### src/mbpdu_pkg.sv
`timescale 1ns / 1ps
package mbpdu_pkg;
	localparam int INPUT_DEPTH = 2048;
	localparam int ADDR_W = $clog2(INPUT_DEPTH);

	localparam logic [15:0] MAX_BITS = 16'd2000;
	localparam logic [15:0] MAX_REGS = 16'd125;
	localparam logic [15:0] COIL_ON = 16'hFF00;
	localparam logic [7:0] EXC_FLAG = 8'h80;
	localparam logic [16:0] PF_DOC = 17'd1109;
	localparam logic [16:0] DISCRETE_COUNT = 17'd16;

	localparam logic [7:0] EX_FUNCTION = 8'h01;
	localparam logic [7:0] EX_ADDRESS = 8'h02;
	localparam logic [7:0] EX_VALUE = 8'h03;

	localparam logic [7:0] FC_READ_COILS = 8'd1;
	localparam logic [7:0] FC_READ_DISCRETE = 8'd2;
	localparam logic [7:0] FC_READ_HOLDING = 8'd3;
	localparam logic [7:0] FC_READ_INPUT = 8'd4;
	localparam logic [7:0] FC_WRITE_COIL = 8'd5;
	localparam logic [7:0] FC_WRITE_REG = 8'd6;

	localparam logic REG_ADDRESS_BASE = 1'b0;
	localparam logic REG_UNIT_ID = 1'b1;

	typedef struct packed {
		logic clr;
		logic capture;
		logic eval;
		logic put;
	} cmd_t;

	typedef struct packed {
		logic clear_last;
		logic foreign;
		logic last_byte;
	} sts_t;
endpackage

### src/mbpdu_ctrl.sv
`timescale 1ns / 1ps
module mbpdu_ctrl import mbpdu_pkg::*; (
	input  logic clk,
	input  logic arst_n,
	input  logic start,
	input  logic opcode,
	input  sts_t sts,
	output cmd_t cmd,
	output logic busy
);
	typedef enum logic [4:0] {
		S_CLEAR = 5'b00001,
		S_IDLE  = 5'b00010,
		S_EVAL  = 5'b00100,
		S_FETCH = 5'b01000,
		S_PUT   = 5'b10000
	} state_t;

	state_t state_q, state_d;

	always_comb begin
		state_d = state_q;
		cmd = '0;
		unique case (state_q)
			S_CLEAR: begin
				cmd.clr = 1'b1;
				if (sts.clear_last) state_d = S_IDLE;
			end
			S_IDLE: begin
				cmd.capture = start;
				if (start && !opcode) state_d = S_EVAL;
			end
			S_EVAL: begin
				cmd.eval = 1'b1;
				state_d = sts.foreign ? S_IDLE : S_FETCH;
			end
			S_FETCH: state_d = S_PUT;
			S_PUT: begin
				cmd.put = 1'b1;
				state_d = sts.last_byte ? S_IDLE : S_FETCH;
			end
			default: state_d = S_IDLE;
		endcase
	end

	always_ff @(posedge clk or negedge arst_n) begin
		if (!arst_n) state_q <= S_CLEAR;
		else state_q <= state_d;
	end

	assign busy = (state_q != S_IDLE);

	a_eval_next: assert property (@(posedge clk) disable iff (!arst_n)
		state_q == S_EVAL |=> state_q == S_FETCH || state_q == S_IDLE)
		else $error("bad state after eval");
endmodule

### config.mk
export PLATFORM = sky130hd
export DESIGN_NAME = mbpdu_ctrl
export DESIGN_NICKNAME = d
export VERILOG_FILES = /design/src/mbpdu_pkg.sv /design/src/mbpdu_ctrl.sv
export SDC_FILE = /design/constraint.sdc
export NUM_CORES = 1
export LEC_CHECK = 0
export BUFFER_PORTS_ARGS = -buffer_cell sky130_fd_sc_hd__clkbuf_2
export CAP_MARGIN = 20
export CORE_AREA = 2 2 39 41
export DETAILED_ROUTE_END_ITERATION = 6
export DIE_AREA = 0 0 41 43
export GPL_TIMING_DRIVEN = 0
export PLACE_DENSITY = 0.42
export SYNTH_ARGS = -nofsm -noshare
export SYNTH_HDL_FRONTEND = slang
export SYNTH_SLANG_ARGS = --single-unit
### constraint.sdc
create_clock -name clk -period 2.9 [get_ports clk]
set_input_delay 0 -clock clk [delete_from_list [all_inputs] [get_ports clk]]
set_output_delay 0 -clock clk [all_outputs]
set_load 0.02 [all_outputs]
==> impl_results.md, run 1 <==
- Seq/Total Area, Yosys: 41.9%
- Fin. Hold Viols: 0
- Pwr dens: between 700 and 800 mW/mm²
- Fillers: 147
- Clock latency on the worst-skew pair: between 200 and 300 ps
- Max-Cap Viols: 0
- RD Place Congestion: 0.700
- Top Usage Layer GRT: met2
- Outcome: complete, no violations
- VDD IR max: about 0.31 mV
- CTS max path bufs: 2
- Avg WL per Cell: approximately 10 µm
- Clk slew on worst S/H paths: ~50 ps
- Multi-input logic area: 159 µm²
- Met3 Usage GRT: 7.85%
- Type of the worst min-delay path: in -> reg
- CP arrival: ~1400 ps
- Most flop-heavy register: state_q
- Dpl hpwl: 499 µm
- Port bufs: 11
- Cells after synthesis: 35
- Top cell type's share of synthesized area: between 30% and 40%
- Tot GR Track Use: a little over a tenth
- Largest regs: state_q x5
- Largest register FFs: 5
- # nets final: 60
- Crit path capture type: output port
- RSZ-0062 raised after global routing: false
- Met1 track demand over resource: 11.5%
- #FFs+latches synth: 5
- Rows: 14
- I/O pins: 12
- TritonCTS Buffers: 3
- Setup Skew: a little under 9 ps
- # Post-CTS Setup Buffers: 0
- CTS tree: done
- Flop2flop setup slack: about 1700 ps
- Synth top area cells: dfrtp_1, nor2_1, dfstp_2, nand2b_1, nor2b_4
- Vias in the first global route: around 280
- Area of the core: roughly 0.0014 mm²
- CP required: between 2000 and 3000 ps
- Largest net degree at the start of global routing: 9
- Fin crit share: between 40% and 50%
- Leak: approximately 0.21 nW
- Final setup fails: 0
- ANT cells: 0
- Post-Syn Area: between 300 and 400 µm²
- Worst-Margin Slew: around 380 ps
- Power Total: around 0.3 mW
- Final min period: between 1000 and 1500 ps
- Clock Root Buffer: clkbuf_4
- Worst rel slew slack: approximately 74%
- Critical path startpoint category: flop
- Mapped Nets: 42
- Final setup TNS: 0 ps
- Post-synth cell types: 20
- DRT iter0 DRCs: 4
- Total die area: 0.00176 mm²
- Clk sinks: 5
- Die H: 43 µm
- Sequential cell area: ~130 µm²
- Layout area overhead: 40.2%
- Slew Limit Fails: 0
- GRT Residual Overflow: 0
- Chip Width: approximately 40 µm
- Drt first pass iters: 2
- Met2 Use GR: 14.1%
- Maximum fanout along the worst path: 7
- Post-synth top area cell: dfrtp_1
- Layout cells sized above 1: 34.6%
- Avg Synthesized Cell Area: about 8.6 µm²
- Synthesis warning total: 0
- First-pass GRT wire length: approximately 1.1 mm
- F_max: 706 MHz
- Antenna Nets Post-Route: 0
- Initial antenna violation count: 0
- Post-cts resize count: 0
- Drt total wl: ~660 µm
- Drt via density: 4.43
- H-tree Lvls: 1
- Initial Util: 21.8%
- Worst Setup Path Type: reg -> out
- Vias post-DR: roughly 300
- Drc violations: 0
logic make-up after synthesis:
family,count (synthesis),share of synthesized area (%)
simple gates,17,31.1
flops,5,41.9
buf+inv,4,5.39
compound gates,8,18.7
xor+xnor,1,2.91
layout make-up:
type / count / share of cell area, %
timing repair buffer: 13 / 17.8
tap: 16 / 4.73
buffer: 1 / 1.18
multi-input combinational: 26 / 37.6
inverter: 3 / 2.66
clock buffer: 4 / 6.21
sequential: 5 / 29.9
routing by layer:
metal / up-vias / routed length [µm]
met3: 0 / 47
met4: 0 / 0
met1: 138 / 325
met2: 9 / 288
met5: - / 0
li1: 154 / -
synthesized netlist by cell type:
cell type  n
and3_1     2
nor2_1     8
a21oi_2    1
nand2b_1   3
o21ai_0    1
o21ai_1    1
nor3_1     1
a31o_1     1
o22a_1     1
dfstp_2    1
nor2b_4    1
o22ai_1    1
buf_2      1
or3_1      1
a21oi_1    1
xor2_1     1
dfrtp_1    4
o32ai_1    1
nand3b_1   1
inv_1      3
metrics by stage:
step | setup WS [ps] | std cells | util, % | instance area [µm²] | hold slack (ps)
4_1_cts | 1480 | 68 | 30.6 | 423 | 1.49
6_report | 1480 | 68 | 30.6 | 423 | 6.51
3_5_place_dp | 1680 | 62 | 27.2 | 377 | -170
3_3_place_gp | 1670 | 62 | 27.2 | 377 | -174
2_1_floorplan | 1660 | 35 | - | 302 | -296
5_1_grt | 1400 | 68 | 30.6 | 423 | 20.9
critical path, cell delays in order, from the launching register on:
cell	delay (ps)
dfrtp_1	440
or3_1	440
nor2_1	120
clkbuf_2	170
what timing repair did:
| item | CTS | global route |
|---|---|---|
| endpoints found under the hold margin | 6 | 0 |
| endpoints found under the setup margin | 0 | 0 |
| hold buffers | 2 | 0 |
final timing paths:
kind	start	endpoint	depth (start not counted)
max reg2reg	state_q[2]$_DFFE_PN0P_	state_q[1]$_DFFE_PN0P_	3
min	start	state_q[2]$_DFFE_PN0P_	3
min reg2reg	state_q[0]$_DFFE_PN1P_	state_q[4]$_DFFE_PN0P_	2
max	state_q[3]$_DFFE_PN0P_	cmd[0]	3
max in group asynchronous	arst_n	state_q[0]$_DFFE_PN1P_	2
min in group asynchronous	arst_n	state_q[4]$_DFFE_PN0P_	2
cell usage in the layout (no fill, tap or decap), drive strengths merged:
cell	instances
o32ai	1
inv	3
xor2	1
nand2b	3
dfstp	1
o22ai	1
dlygate4sd3	2
dfrtp	4
nor2b	1
buf	1
and3	2
clkbuf	15
nor3	1
o22a	1
a21oi	2
or3	1
a31o	1
nand3b	1
o21ai	2
nor2	8
power by group:
| part | internal [mW] | switching (mW) | total (mW) |
|---|---|---|---|
| clock network | 0.0521 | 0.0291 | 0.0812 |
| logic | 0.0536 | 0.0807 | 0.134 |
| registers | 0.0805 | 0.00686 | 0.0873 |
Note: power is estimated with default switching activity, not from simulation.
==> inputs of run 2 (changes only) <==
- clock period: 2.9 -> 1.4 ns (I/O delays scaled with it)
==> impl_results.md, run 2 (same netlist as run 1, synthesis figures left out) <==
- Outcome: complete, no violations
- Sw Pwr: 0.247 mW (+110%)
- Fillers: 148 (+0.68%)
- First-pass GRT wire length: 1.14 mm (unchanged)
- Sw Share: 38.3% (-0.20 points)
- Drc violations: 0 (unchanged)
- Critical path depth: 3 (unchanged)
- Area of the core: 0.00138 mm² (unchanged)
- Pwr dens: 1450 mW/mm² (+100%)
- Clock latency on the worst-skew pair: 240 ps (about the same)
- Most frequent cells in the layout: clkbuf_2, nor2_1
- Number of buffers and inverters on the critical path: 1 (unchanged)
- H-tree Lvls: 1 (unchanged)
- Type of the worst min-delay path: in -> reg
- Initial antenna violation count: 0 (unchanged)
- Commonest non-fill, non-tap cell in the layout: clkbuf_2
- Comb pwr share: 40.9% (-3.4 points)
- Origin of the worst setup path: state_q[3]$_DFFE_PN0P_
- Dpl hpwl: 499 µm (unchanged)
- RD Place Congestion: 0.700 (unchanged)
- Antenna Nets Post-Route: 0 (unchanged)
- Worst-Margin Slew: 398 ps (+14.9 ps)
- Worst Setup Path Type: reg -> out
- Clock Power Share: 26.0% (-0.8 points)
- Max incr delay on CP: 440 ps (about the same)
- CTS max path bufs: 2 (unchanged)
- Vias post-DR: 307 (+2.0%)
- # nets final: 60 (unchanged)
- Maximum fanout along the worst path: 6 (-1)
- I/O pins: 12 (unchanged)
- Tot GR Track Use: 10.5% (unchanged)
- Drt total wl: 693 µm (+4.8%)
- Rows: 14 (unchanged)
- Fin area: 445 µm² (+5.3%)
- Vias in the first global route: 280 (-0.36%)
- Final setup fails: 0 (unchanged)
- Chip Width: 41 µm (unchanged)
- Total die area: 0.00176 mm² (unchanged)
- Fin cells: 68 (unchanged)
- Fin crit share: ~98%
- Setup Skew: 9.10 ps (+0.450 ps)
- VDD IR max: 0.669 mV (+120%)
- Sequential cell area: 129 µm² (+2.0%)
- Worst rel slew slack: 73.4% (-1.0 points)
- Clock Root Buffer: clkbuf_4
- Drt via density: 4.51 (+2.0%)
- Dpl cell area: 377 µm² (unchanged)
- Final setup TNS: 0 ps (unchanged)
- Avg WL per Cell: 10.2 µm (+4.8%)
- Layout cells sized above 1: 44.2% (+9.6 points)
- Met3 Usage GRT: 7.85% (unchanged)
- TritonCTS Buffers: 3 (unchanged)
- Drt first pass iters: 4 (+2)
- Crit-path slowest cell: dfrtp_2
- Leak: 0.216 nW (+1.6%)
- Final min period: approximately 1400 ps
- FF-to-FF Start: state_q[2]$_DFFE_PN0P_
- FF-to-FF End: state_q[1]$_DFFE_PN0P_
- Port bufs: 11 (unchanged)
- Largest regs: state_q x5
- Flop2flop setup slack: 130 ps (-1530 ps)
- Worst Setup EP: cmd[1]
- Sequential power share: 33.0% (+4.2 points)
- Delay-heaviest family, CP: simple AND/OR/NAND/NOR gates
- Met2 Use GR: 14.4% (+0.31 points)
- Top Usage Layer GRT: met2
- Die H: 43 µm (unchanged)
- Clk slew on worst S/H paths: 50 ps (about the same)
- Multi-input logic area: 171 µm² (+7.9%)
- Worst R2R Path Depth: 3 (unchanged)
- Crit-path cells: or3_4 -> nor2_2 -> buf_4
- Met1 track demand over resource: 11.1% (-0.33 points)
- DRT iter0 DRCs: 8 (+4)
- GRT Residual Overflow: 0 (unchanged)
- Largest net degree at the start of global routing: 9 (unchanged)
- ANT cells: 0 (unchanged)
- F_max: ~730 MHz
- Max-Cap Viols: 0 (unchanged)
- Post-Place Cells: 62 (unchanged)
- Layout area overhead: 47.7%
- Initial Util: 21.8% (unchanged)
- CTS tree: done
- Power Total: 0.645 mW (+110%)
- CP arrival: 1370 ps (-50 ps)
- CP required: 1400 ps (-1500 ps)
- Largest register FFs: 5 (unchanged)
- Clk sinks: 5 (unchanged)
- Critical path startpoint category: flop
- Fin. Hold Viols: 0 (unchanged)
- Most flop-heavy register: state_q
- Crit path capture type: output port
- Internal: 0.398 mW (+110%)
- Slew Limit Fails: 0 (unchanged)
[run 2: worst min-delay path, cell delays in order]
cell and delay, ps:
clkbuf_2 90, nand2b_1 80, nor2_1 40
[run 2: power by group through the flow]
stage | clock network (mW) | logic [mW] | registers, mW
2_1_floorplan | 0 | 0.206 | 0.179
3_3_place_gp | 0 | 0.275 | 0.183
3_5_place_dp | 0 | 0.274 | 0.182
4_1_cts | 0.176 | 0.293 | 0.181
5_1_grt | 0.191 | 0.298 | 0.221
6_report | 0.168 | 0.264 | 0.213
[run 2: repair_timing]
| action | CTS | global route |
|---|---|---|
| pin swaps | 0 | 0 |
| hold endpoints to repair | 6 | 0 |
| endpoints found under the setup margin | 2 | 3 |
| buffers inserted | 0 | 1 |
| resized for setup | 4 | 5 |
| hold buffers | 2 | 0 |
[run 2: stage by stage]
stage               hold slack [ps]  utilization, %  setup WS, ps
floorplan                      -296               -           160
global placement               -174            27.2           171
detailed placement             -170            27.2           185
CTS                            1.49            31.4          19.8
global route                   20.9            32.2         -18.4
finish                         5.49            32.2          32.4
[run 2: worst min path at each step]
stage	from	to	slack, ps	cells after the start
2_1_floorplan	arst_n	state_q[1]$_DFFE_PN0P_	-300	0
3_3_place_gp	arst_n	state_q[3]$_DFFE_PN0P_	-170	1
3_5_place_dp	arst_n	state_q[1]$_DFFE_PN0P_	-170	1
4_1_cts	start	state_q[2]$_DFFE_PN0P_	1	3
5_1_grt	start	state_q[2]$_DFFE_PN0P_	20	3
6_report	start	state_q[2]$_DFFE_PN0P_	5	3
[run 2: cell type report]
cell class / count / share of cell area, %
inverter: 3 / 2.53
timing repair buffer: 14 / 19.7
clock buffer: 4 / 5.90
multi-input combinational: 26 / 38.5
tap: 16 / 4.49
sequential: 5 / 28.9
[run 2: metal layers]
layer / share of wire, % / wire length, µm
met1: 49 / 338
met2: 45 / 313
met3: 5.9 / 41
met4: 0 / 0
met5: 0 / 0
